### config.mk
export PLATFORM = sky130hd
export DESIGN_NAME = periodic_task_tick_scheduler_core_flat
export DESIGN_NICKNAME = d
export VERILOG_FILES = /design/src/rtl/core/ptts_pkg.sv /design/src/rtl/core/ptts_ifs.sv /design/src/rtl/core/periodic_task_tick_scheduler_core.sv /design/src/rtl/core/ptts_slot_table.sv /design/src/flat_wrapper.sv
export SDC_FILE = /design/constraint.sdc
export NUM_CORES = 1
export LEC_CHECK = 0
export BUFFER_PORTS_ARGS = -buffer_cell sky130_fd_sc_hd__buf_2
export CAP_MARGIN = 25
export CORE_MARGIN = 5
export CORE_UTILIZATION = 50
export DETAILED_ROUTE_END_ITERATION = 16
export PLACE_DENSITY_LB_ADDON = 0.08
export SYNTH_ARGS = -nofsm -noshare
export SYNTH_HDL_FRONTEND = slang
export SYNTH_SLANG_ARGS = --single-unit
### constraint.sdc
create_clock -name clk -period 3.5 [get_ports clk]
set_clock_uncertainty 0.1 [all_clocks]
set_input_delay 0.7 -clock clk [delete_from_list [all_inputs] [get_ports clk]]
set_output_delay 0.7 -clock clk [all_outputs]
set_load 0.02 [all_outputs]
### src/rtl/core/ptts_pkg.sv
`timescale 1ns / 1ps

package ptts_pkg;

  localparam int NUM_SLOTS = 8;
  localparam int SLOT_AW   = (NUM_SLOTS > 1) ? $clog2(NUM_SLOTS) : 1;
  localparam int SLOT_W    = 3;
  localparam int BYTE_W    = 8;

  localparam logic [BYTE_W-1:0] TICK_RESET = 8'd32;

  localparam logic OP_OVERFLOW = 1'b0;
  localparam logic OP_INSTALL  = 1'b1;

  typedef enum logic [2:0] {
    ST_IDLE  = 3'b001,
    ST_SCAN  = 3'b010,
    ST_FLUSH = 3'b100
  } state_t;

  typedef struct packed {
    logic              present;
    logic              running;
    logic [BYTE_W-1:0] period;
    logic [BYTE_W-1:0] countdown;
  } slot_entry_t;

  typedef struct packed {
    logic               en;
    logic [SLOT_AW-1:0] addr;
    slot_entry_t        entry;
  } mem_wr_t;

endpackage

### src/rtl/core/ptts_ifs.sv
`timescale 1ns / 1ps

interface ptts_in_if;
  logic                         valid;
  logic                         ready;
  logic                         operation;
  logic [ptts_pkg::SLOT_W-1:0]  slot;
  logic                         slot_valid;
  logic                         running;
  logic [ptts_pkg::BYTE_W-1:0]  period;
  logic [ptts_pkg::BYTE_W-1:0]  initial_delay;

  modport source (output valid, output operation, output slot, output slot_valid,
                  output running, output period, output initial_delay, input ready);
  modport sink (input valid, input operation, input slot, input slot_valid,
                input running, input period, input initial_delay, output ready);
endinterface

interface ptts_out_if;
  logic                         valid;
  logic                         ready;
  logic [ptts_pkg::SLOT_W-1:0]  fired_slot;
  logic                         last;

  modport source (output valid, output fired_slot, output last, input ready);
  modport sink (input valid, input fired_slot, input last, output ready);
endinterface

interface ptts_cfg_if;
  logic                         valid;
  logic                         ready;
  logic [ptts_pkg::BYTE_W-1:0]  overflows_per_tick;

  modport source (output valid, output overflows_per_tick, input ready);
  modport sink (input valid, input overflows_per_tick, output ready);
endinterface

### src/rtl/core/periodic_task_tick_scheduler_core.sv
`timescale 1ns / 1ps
// install and non-ticking overflow items: accepted back to back, only in idle
// a tick reads the slot table, one slot table read per cycle while the result
// register is not stalled, through a registered read, then one flush state
// fire events leave through a result register, at most one transfer per cycle
// synchronous active-low reset: empty slot table, prescaler 0, tick count 32
module periodic_task_tick_scheduler_core (
  input  logic       clk,
  input  logic       rst_n,
  ptts_in_if.sink    in_ch,
  ptts_out_if.source out_ch,
  ptts_cfg_if.sink   cfg_ch
);
  import ptts_pkg::*;

  localparam logic [SLOT_AW:0] SCAN_END = (SLOT_AW + 1)'(NUM_SLOTS);

  state_t              state_r, state_nxt;
  logic [BYTE_W-1:0]   tick_cnt_r, tick_cnt_nxt;
  logic [BYTE_W-1:0]   tick_cfg_r;
  logic [SLOT_AW:0]    rd_idx_r, rd_idx_nxt;
  logic                proc_valid_r, proc_valid_nxt;
  logic [SLOT_AW-1:0]  proc_slot_r, proc_slot_nxt;
  logic                pend_valid_r, pend_valid_nxt;
  logic [SLOT_AW-1:0]  pend_slot_r, pend_slot_nxt;
  logic                out_valid_r, out_valid_nxt;
  logic [SLOT_W-1:0]   out_slot_r, out_slot_nxt;
  logic                out_last_r, out_last_nxt;

  logic                in_acc;
  logic                out_free;
  logic                active;
  logic                fire;
  logic                stall;
  logic                rd_en;
  logic [SLOT_AW-1:0]  rd_addr;
  slot_entry_t         rd_entry;
  mem_wr_t             wr;

  ptts_slot_table u_slot_table (
    .clk      (clk),
    .rst_n    (rst_n),
    .rd_en    (rd_en),
    .rd_addr  (rd_addr),
    .rd_entry (rd_entry),
    .wr       (wr)
  );

  assign in_ch.ready       = (state_r == ST_IDLE);
  assign cfg_ch.ready      = 1'b1;
  assign out_ch.valid      = out_valid_r;
  assign out_ch.fired_slot = out_slot_r;
  assign out_ch.last       = out_last_r;

  assign in_acc   = in_ch.valid && in_ch.ready;
  assign out_free = !out_valid_r || out_ch.ready;
  assign active   = proc_valid_r && rd_entry.present && rd_entry.running;
  assign fire     = active && (rd_entry.countdown == '0);
  assign stall    = fire && pend_valid_r && !out_free;

  always_comb begin
    state_nxt      = state_r;
    tick_cnt_nxt   = tick_cnt_r;
    rd_idx_nxt     = rd_idx_r;
    proc_valid_nxt = proc_valid_r;
    proc_slot_nxt  = proc_slot_r;
    pend_valid_nxt = pend_valid_r;
    pend_slot_nxt  = pend_slot_r;
    out_valid_nxt  = out_valid_r && !out_ch.ready;
    out_slot_nxt   = out_slot_r;
    out_last_nxt   = out_last_r;
    rd_en          = 1'b0;
    rd_addr        = rd_idx_r[SLOT_AW-1:0];
    wr             = '0;

    unique case (state_r)
      ST_IDLE: begin
        if (in_acc) begin
          if (in_ch.operation == OP_INSTALL) begin
            if (int'(in_ch.slot) < NUM_SLOTS) begin
              wr.en              = 1'b1;
              wr.addr            = SLOT_AW'(in_ch.slot);
              wr.entry.present   = in_ch.slot_valid;
              wr.entry.running   = in_ch.running;
              wr.entry.period    = in_ch.period;
              wr.entry.countdown = in_ch.initial_delay;
            end
          end else begin
            tick_cnt_nxt = tick_cnt_r + 8'd1;
            if (tick_cnt_nxt == tick_cfg_r) begin
              tick_cnt_nxt = '0;
              rd_idx_nxt   = '0;
              state_nxt    = ST_SCAN;
            end
          end
        end
      end
      ST_SCAN: begin
        if (!stall) begin
          proc_valid_nxt = 1'b0;
          if (rd_idx_r != SCAN_END) begin
            rd_en          = 1'b1;
            rd_idx_nxt     = rd_idx_r + 1'b1;
            proc_valid_nxt = 1'b1;
            proc_slot_nxt  = rd_idx_r[SLOT_AW-1:0];
          end else begin
            state_nxt = ST_FLUSH;
          end
          if (active) begin
            wr.en    = 1'b1;
            wr.addr  = proc_slot_r;
            wr.entry = rd_entry;
            wr.entry.countdown = fire ? (rd_entry.period - 8'd1)
                                      : (rd_entry.countdown - 8'd1);
          end
          // previous fire is not the last one of this tick
          if (fire) begin
            if (pend_valid_r) begin
              out_valid_nxt = 1'b1;
              out_slot_nxt  = SLOT_W'(pend_slot_r);
              out_last_nxt  = 1'b0;
            end
            pend_valid_nxt = 1'b1;
            pend_slot_nxt  = proc_slot_r;
          end
        end
      end
      ST_FLUSH: begin
        if (!pend_valid_r) begin
          state_nxt = ST_IDLE;
        end else if (out_free) begin
          out_valid_nxt  = 1'b1;
          out_slot_nxt   = SLOT_W'(pend_slot_r);
          out_last_nxt   = 1'b1;
          pend_valid_nxt = 1'b0;
          state_nxt      = ST_IDLE;
        end
      end
      default: begin
        state_nxt = ST_IDLE;
      end
    endcase
  end

  always_ff @(posedge clk) begin
    if (!rst_n) begin
      state_r      <= ST_IDLE;
      tick_cnt_r   <= '0;
      tick_cfg_r   <= TICK_RESET;
      proc_valid_r <= 1'b0;
      pend_valid_r <= 1'b0;
      out_valid_r  <= 1'b0;
    end else begin
      state_r      <= state_nxt;
      tick_cnt_r   <= tick_cnt_nxt;
      proc_valid_r <= proc_valid_nxt;
      pend_valid_r <= pend_valid_nxt;
      out_valid_r  <= out_valid_nxt;
      if (cfg_ch.valid && cfg_ch.ready) begin
        tick_cfg_r <= cfg_ch.overflows_per_tick;
      end
    end
  end

  always_ff @(posedge clk) begin
    rd_idx_r    <= rd_idx_nxt;
    proc_slot_r <= proc_slot_nxt;
    pend_slot_r <= pend_slot_nxt;
    out_slot_r  <= out_slot_nxt;
    out_last_r  <= out_last_nxt;
  end

`ifndef SYNTH
  a_idle_no_pending: assert property (@(posedge clk) disable iff (!rst_n)
    (state_r == ST_IDLE) |-> (!pend_valid_r && !proc_valid_r))
    else $error("pending fire or slot in flight while idle");

  a_stall_holds_scan: assert property (@(posedge clk) disable iff (!rst_n)
    (state_r == ST_SCAN && stall) |=> ($stable(rd_idx_r) && $stable(proc_slot_r)))
    else $error("scan advanced during output stall");

  a_last_closes_tick: assert property (@(posedge clk) disable iff (!rst_n)
    (out_valid_r && out_last_r && !$past(out_valid_r)) |-> !pend_valid_r)
    else $error("final fire event issued with another fire still pending");
`endif

endmodule

### src/rtl/core/ptts_slot_table.sv
`timescale 1ns / 1ps

module ptts_slot_table (
  input  logic                          clk,
  input  logic                          rst_n,
  input  logic                          rd_en,
  input  logic [ptts_pkg::SLOT_AW-1:0]  rd_addr,
  output ptts_pkg::slot_entry_t         rd_entry,
  input  ptts_pkg::mem_wr_t             wr
);
  import ptts_pkg::*;

  slot_entry_t            slot_mem_r [NUM_SLOTS];
  logic [NUM_SLOTS-1:0]   vld_r;
  slot_entry_t            rd_data_r;
  logic                   rd_vld_r;

  always_ff @(posedge clk) begin
    if (wr.en) begin
      slot_mem_r[wr.addr] <= wr.entry;
    end
    if (rd_en) begin
      rd_data_r <= slot_mem_r[rd_addr];
    end
  end

  // entries never written read as empty
  always_ff @(posedge clk) begin
    if (!rst_n) begin
      vld_r    <= '0;
      rd_vld_r <= 1'b0;
    end else begin
      if (wr.en) begin
        vld_r[wr.addr] <= 1'b1;
      end
      if (rd_en) begin
        rd_vld_r <= vld_r[rd_addr];
      end
    end
  end

  assign rd_entry = rd_vld_r ? rd_data_r : '0;

endmodule

### src/flat_wrapper.sv
// flat-port wrapper written by rule: the top's interface ports become plain ports
module periodic_task_tick_scheduler_core_flat import ptts_pkg::*;
  (clk, rst_n, in_ch_valid, in_ch_operation, in_ch_slot, in_ch_slot_valid, in_ch_running, in_ch_period, in_ch_initial_delay, in_ch_ready, out_ch_valid, out_ch_fired_slot, out_ch_last, out_ch_ready, cfg_ch_valid, cfg_ch_overflows_per_tick, cfg_ch_ready);
  ptts_in_if in_ch_i ();
  ptts_out_if out_ch_i ();
  ptts_cfg_if cfg_ch_i ();
  input  logic clk;
  input  logic rst_n;
  input wire logic [$bits(in_ch_i.valid)-1:0] in_ch_valid;
  input wire logic [$bits(in_ch_i.operation)-1:0] in_ch_operation;
  input wire logic [$bits(in_ch_i.slot)-1:0] in_ch_slot;
  input wire logic [$bits(in_ch_i.slot_valid)-1:0] in_ch_slot_valid;
  input wire logic [$bits(in_ch_i.running)-1:0] in_ch_running;
  input wire logic [$bits(in_ch_i.period)-1:0] in_ch_period;
  input wire logic [$bits(in_ch_i.initial_delay)-1:0] in_ch_initial_delay;
  output wire logic [$bits(in_ch_i.ready)-1:0] in_ch_ready;
  output wire logic [$bits(out_ch_i.valid)-1:0] out_ch_valid;
  output wire logic [$bits(out_ch_i.fired_slot)-1:0] out_ch_fired_slot;
  output wire logic [$bits(out_ch_i.last)-1:0] out_ch_last;
  input wire logic [$bits(out_ch_i.ready)-1:0] out_ch_ready;
  input wire logic [$bits(cfg_ch_i.valid)-1:0] cfg_ch_valid;
  input wire logic [$bits(cfg_ch_i.overflows_per_tick)-1:0] cfg_ch_overflows_per_tick;
  output wire logic [$bits(cfg_ch_i.ready)-1:0] cfg_ch_ready;
  assign in_ch_i.valid = in_ch_valid;
  assign in_ch_i.operation = in_ch_operation;
  assign in_ch_i.slot = in_ch_slot;
  assign in_ch_i.slot_valid = in_ch_slot_valid;
  assign in_ch_i.running = in_ch_running;
  assign in_ch_i.period = in_ch_period;
  assign in_ch_i.initial_delay = in_ch_initial_delay;
  assign in_ch_ready = in_ch_i.ready;
  assign out_ch_valid = out_ch_i.valid;
  assign out_ch_fired_slot = out_ch_i.fired_slot;
  assign out_ch_last = out_ch_i.last;
  assign out_ch_i.ready = out_ch_ready;
  assign cfg_ch_i.valid = cfg_ch_valid;
  assign cfg_ch_i.overflows_per_tick = cfg_ch_overflows_per_tick;
  assign cfg_ch_ready = cfg_ch_i.ready;
  periodic_task_tick_scheduler_core u_core (.clk(clk), .rst_n(rst_n), .in_ch(in_ch_i), .out_ch(out_ch_i), .cfg_ch(cfg_ch_i));
endmodule
Word-level counts from Yosys, hierarchy flattened
Memories as Yosys holds them, arrays and structs flattened. A register that Yosys moved wholly into a read port is not among the register bits.
Index checks and enable logic that the tools add are counted.
{ "classes": {"bitwise_logic": 3, "order_cmp": 3, "reduce_logical": 23, "muxes": 54, "add_sub_neg": 4, "eq_ne": 16} }
{ "ops": {"columns": ["op", "count"], "rows": [
  ["two-way mux 22 bit", 4],
  ["case mux 22 bit (2 select lines)", 1],
  ["two-way mux 3 bit", 12],
  ["two-way mux 1 bit", 21],
  ["two-way mux 4 bit", 5],
  ["two-way mux 18 bit", 1],
  ["AND reduction 6 bit", 3],
  ["two-way mux 8 bit", 2],
  ["subtractor 8 x 1 -> 8 bit (second input constant)", 2],
  ["AND reduction 3 bit", 4],
  ["!= test 2 x 1 -> 1 bit (second input constant)", 5],
  ["!= test 2 bit (second input constant)", 5],
  ["case mux 3 bit (3 select lines)", 1],
  ["adder 8 x 1 -> 8 bit (second input constant)", 1],
  ["equality test 8 bit", 1],
  ["logical AND 1 bit", 8],
  ["zero test 8 bit", 1],
  ["less-than comparator 3 x 4 -> 1 bit (second input constant)", 2],
  ["bitwise OR 8 bit", 1],
  ["case mux 4 bit (2 select lines)", 1],
  ["case mux 1 bit (2 select lines)", 3],
  ["case mux 3 bit (2 select lines)", 1],
  ["adder 4 x 1 -> 4 bit (second input constant)", 1],
  ["!= test 4 bit (second input constant)", 1],
  ["12 further kinds", 16]
]} }
{ "totals": {"ramBits": 144, "n_memories": 1, "elab_cells": 117, "regBits": 45, "output_inout_bits": 7, "inputBits": 35} }
{ "mem_list": {"columns": ["name", "depth", "word_bits", "read_ports", "rd_clocked_by_memory_dff", "write_ports", "line_no", "text"], "rows": [
  ["u_core.u_slot_table.slot_mem_r", 8, 18, 1, 1, 1, "ptts_slot_table.sv:13", "slot_entry_t slot_mem_r [NUM_SLOTS];"]
]} }

Logic depth before layout (Yosys ltp)
{ "logic_depth": {"depth_word": 13, "mapped_depth": 11, "depth_no_buf": 9} }

Hierarchy
Synthesis repeated with hierarchy kept, for this count alone.
{ "hier_totals": {"hier_cells": 555, "hier_area_um2": 8958.6} }
{ "modules_own_cells": {"columns": ["mod", "instances", "seq_area_each_um2", "area_each_um2", "cells_each"], "rows": [
  ["ptts_slot_table", 1, 5044.8, 6590.1, 284],
  ["periodic_task_tick_scheduler_core", 1, 860.8, 2368.5, 271]
]} }

Worst setup path after synthesis
Ideal clock, no wire load.
{ "synth_path": {"kind": "register to register", "from": "register u_core.u_slot_table.rd_data_r[5] (netlist name)", "to": "memory u_core.u_slot_table.slot_mem_r[6][0] (netlist bit), enable pin", "synth_period_minus_slack_ps": 3648, "path_stages_with_launch": 7, "t_required_ps": 2976, "arrival_time_ps": 3125, "slack_ps": -148, "setup_ps": 424, "path_buffers": 2, "path_cell_list": "edfxtp_1 -> or4_4 -> buf_6 -> o22a_1 -> o21a_1 -> clkbuf_1 -> a221oi_1"} }
{ "synth_between": {"elab_chain_len": 9} }
{ "synth_rtl": {"columns": ["element", "line_no", "text"], "rows": [
  ["two-way mux 18 bit *", "ptts_slot_table.sv:42", "assign rd_entry = rd_vld_r ? rd_data_r : '0;"],
  ["zero test 8 bit *", "periodic_task_tick_scheduler_core.sv:58", "assign fire = active && (rd_entry.countdown == '0);"],
  ["logical AND 1 bit *", "periodic_task_tick_scheduler_core.sv:58", null],
  ["logical AND 1 bit * (2 in a row)", "periodic_task_tick_scheduler_core.sv:59", "assign stall = fire && pend_valid_r && !out_free;"],
  ["two-way mux 22 bit *", "periodic_task_tick_scheduler_core.sv:99", "if (!stall) begin"],
  ["case mux 22 bit (2 select lines) *", "periodic_task_tick_scheduler_core.sv:76", "unique case (state_r)"],
  ["two-way mux 1 bit", "ptts_slot_table.sv:19", "if (wr.en) begin"],
  ["two-way mux 1 bit (implied by the code)", "ptts_slot_table.sv:20", "slot_mem_r[wr.addr] <= wr.entry;"],
  ["end, declared", "ptts_slot_table.sv:13", null]
]} }
Every way passes the cells marked *; elsewhere a longest branch is shown, timed or not.

==> results <==
- The net count after synthesis is 631.
- In the finished design, the share of the clock period the worst path needs comes to 93.9%.
- The horizontal die dimension is 143 um.
- The vias per cell is 5.94.
- The final layout contains 682 nets.
- The static leakage power is 0.00345 uW.
- Clock-pin slew was measured on the worst setup and hold paths at 0.06 ns.
- The cell area after technology mapping is 8890 sq um.
- Across the whole layout, storage elements account for 5910 sq um.
- The number of enable-type register cells in the synthesized netlist is 176.
- Measured against its own limit, the worst slew margin works out to 40.1%.
- The post-detailed-placement half-perimeter wirelength is 12,600 um.
- The max-cap violation count is 0.
- The layout has 1,335 filler cells.
- Buffers placed on the I/O ports in this run total 40.
- The worst endpoint required time is 3.58 ns.
- Along the worst path, the maximum fanout reaches 8.
- The I/O pin count is 42.
- In this run the worst hold path is classified as flop to flop.
- The root buffer cell is clkbuf_16.
- Entering global routing, the biggest net connects 43 pins.
- The synthesized area per cell is 15.0 sq um.
- The number of routed nets with antenna violations is 0.
- Setup repair after global routing left no endpoint under its margin.
- The core footprint is 17,400 sq um.
- The y dimension of the die is 143 um.
- The final wirelength is 20,000 um.
- By startpoint and endpoint, the worst setup path is classified as flop to flop.
- At the end of routability-driven placement, the weighted congestion stood at 0.860.
- For this run, the number of Yosys warnings is 0.
- In this run the core area contains 48 standard-cell rows.
- The sequential share of the synthesized area is 66.4%.
- STA classifies the critical path endpoint as a flop.
- The total of flip-flops plus latches after synthesis is 207.
- For the pin with the worst max-slew slack, the measured transition is 0.895 ns.
- The first global-routing pass estimated 31,200 um of wire.
- Counting every instance in the synthesized netlist gives 592.
- The area growth from synthesis to final layout is 15.7%.
- The total overflow reported by the global router is 0.
- The startpoint identified for the worst hold timing path is u_core.pend_slot_r[0]$_DFFE_PP_.
- The count of final hold-check violations is 0.
- Buffers added to address setup during post-CTS repair amount to 0.
- The worst IR drop on VDD is 0.000427 V.
- The repair_antennas step left the layout with diodes totalling 0.
- The DRC violation total after the first TritonRoute iteration is 368.
- The startpoint kind of the worst setup timing path is a flop.
- The DRC violation count after routing is 0.
- The initial antenna violation count is 0.
- The clock net in this run drives a total of 207 sinks.
- The aggregate global-route resource usage is 19.9%.
- The number of clock buffers inserted by TritonCTS is 22.
- The initial utilization of the core area, before any placement, comes to 51.2%.
- The setup total negative slack is 0 ns.
- After clock tree synthesis, the repair step resized 0 gates.
- The die covers 20,600 sq um.
- The worst register-to-register path begins at u_core.u_slot_table.rd_data_r[7]$_DFFE_PP_.
- The worst path needs 3.29 ns of the cycle, external delays included.
- The tightest hold path in the finished design has a slack of 0.321 ns.
- The maximum count of clock buffers along a single path is 3.
- The run finished with clean final reports.
- Setup violations remaining at the end of the flow were counted as 0.
- Power spread over the standard cell area amounts to 514 nW/um^2.
- The vias after detailed routing is 5,249.
- After detailed routing, the average wire length per cell comes to 22.6 um.
- In the synthesized netlist the dominant register cell turns out to be edfxtp_1.
- The number of buffers added to fix hold violations after cts is 0.
- The maximum clock frequency is 0.304 GHz.
- The total number of H-tree levels is 1.
- The source of the critical timing path is u_core.u_slot_table.rd_data_r[7]$_DFFE_PP_.
- The clock tree from TritonCTS is yes.
- The via count of the first global-routing pass is 5,487.
- The final-report max-slew violation count is 0.
- The share of async-settable or async-resettable flops after synthesis is 0%.
- Summing all multi-input logic gate instances after layout gives 2870 sq um.
- Before antenna repair, the detailed router went through 5 iterations.
- Data on the critical path arrives at its endpoint at 3.37 ns.
- After synthesis, the netlist uses 73 different library cells.
- The proportion of layout cells with a drive suffix above 1 is 25.0%.
- The clock reaches the later pin of the worst-skew pair after 0.50 ns.
[cell usage after synthesis, types with 4 or more instances]
library cell	number	area share [%]
a211oi_1	9	0.76
a21oi_1	10	0.56
a22o_1	9	0.89
buf_1	6	0.25
buf_2	12	0.68
clkbuf_1	16	0.68
dfxtp_1	31	7.0
edfxtp_1	176	59
ha_1	4	0.56
inv_1	10	0.42
mux2i_1	8	0.90
mux4_2	38	9.6
nand2_1	81	3.4
nand2b_1	4	0.28
nand3_1	10	0.56
nand4_1	4	0.28
nor2_1	26	1.1
nor2b_1	4	0.28
nor3_1	8	0.45
nor4_1	4	0.28
o21a_1	14	1.2
o21ai_0	10	0.56
or2_2	4	0.28
xnor2_1	13	1.3
xor2_1	8	0.79
[path summary, 6_finish.rpt]
| check | end | slack, ns | cells past startpoint |
|---|---|---|---|
| max | u_core.u_slot_table.slot_mem_r[1][6]$_DFFE_PP_ | 0.21 | 9 |
| min | u_core.out_ch.fired_slot[0]$_DFFE_PP_ | 0.32 | 0 |
| max reg2reg | u_core.u_slot_table.slot_mem_r[1][6]$_DFFE_PP_ | 0.21 | 9 |
| min reg2reg | u_core.out_ch.fired_slot[0]$_DFFE_PP_ | 0.32 | 0 |
[cell usage in the layout (no fill, tap or decap), types with 7 or more instances in the layout]
cell type / instances
clkbuf_16: 23
buf_2: 40
o21a_1: 14
xnor2_1: 13
nor2_1: 26
inv_1: 10
a211oi_1: 9
buf_4: 24
mux2i_1: 8
a21oi_1: 9
xor2_1: 8
a22o_1: 9
edfxtp_1: 176
nand2_1: 81
clkinvlp_4: 8
nand3_1: 10
mux4_2: 38
dfxtp_1: 31
o21ai_0: 10
nor3_1: 7
[cell type report]
class	count	share of cell area, %
Sequential cell	207	57.4
Multi-Input combinational cell	335	27.8
Clock buffer	23	5.59
Timing Repair Buffer	66	4.08
Tap cell	225	2.74
Clock inverter	17	1.97
Inverter	11	0.401
[registers in the layout, summed over array words and instances (netlist names)]
signal / cells
u_core.u_slot_table.slot_mem_r: 144
u_core.out_ch.valid: 1
u_core.rd_idx_r: 4
u_core.state_r: 3
u_core.proc_slot_r: 3
u_core.u_slot_table.vld_r: 8
u_core.u_slot_table.rd_data_r: 18
u_core.tick_cnt_r: 8
u_core.out_ch.last: 1
u_core.tick_cfg_r: 8
u_core.pend_valid_r: 1
u_core.proc_valid_r: 1
u_core.pend_slot_r: 3
u_core.out_ch.fired_slot: 3
u_core.u_slot_table.rd_vld_r: 1
[critical path, stage by stage (launching register included)]
cell and delay [ns]:
edfxtp_1 0.41, or4_1 0.70, nor3_1 0.32, a21oi_1 0.10, nand2b_1 0.17, ha_1 0.22, nand2b_1 0.10, nor4_1 0.07
xor2_1 0.19, o21ai_0 0.60
[power by group]
group	internal (uW)	leakage, uW	total [uW]	switching, uW
Combinational	58.5	0.00128	153	94.8
Clock	1500	0.000356	2440	942
Sequential	2690	0.00181	2700	11.9
[per-stage QoR]
stage                     std cells  area (sq um)  setup WS (ns)  total power (uW)  utilization, %
after CTS                       884         10300          0.227              5360            59.3
final                           884         10300          0.215              5290            59.3
after detailed placement        844          9510          0.264              2910            54.8
after global routing            884         10300         0.0188              5480            59.3
after global placement          844          9510          0.417              2900            54.8
after floorplan                 592          8910         0.0468              2840               -
[routing by layer]
layer / wire length, um / GRT usage (%) / up-vias
li1: - / - / 2405
met1: 8590 / 27.4 / 2659
met2: 9850 / 33.6 / 147
met3: 974 / 2.46 / 38
met5: 0 / 0 / -
met4: 558 / 6.05 / 0
[logic make-up (layout without fill, tap and decap cells)]
family	after synthesis	after routing	synth area share (%)
buffers and inverters	50	117	2.57
multiplexers	46	46	10.5
XOR/XNOR	21	21	2.07
adder cells (fa/ha/maj)	4	4	0.563
AO/OA/AOI/OAI	93	93	8.41
flip-flops	207	207	66.4
AND/OR/NAND/NOR	170	170	9.42
other	1	1	0.0422
No activity file was read; power rests on OpenSTA's default activity.
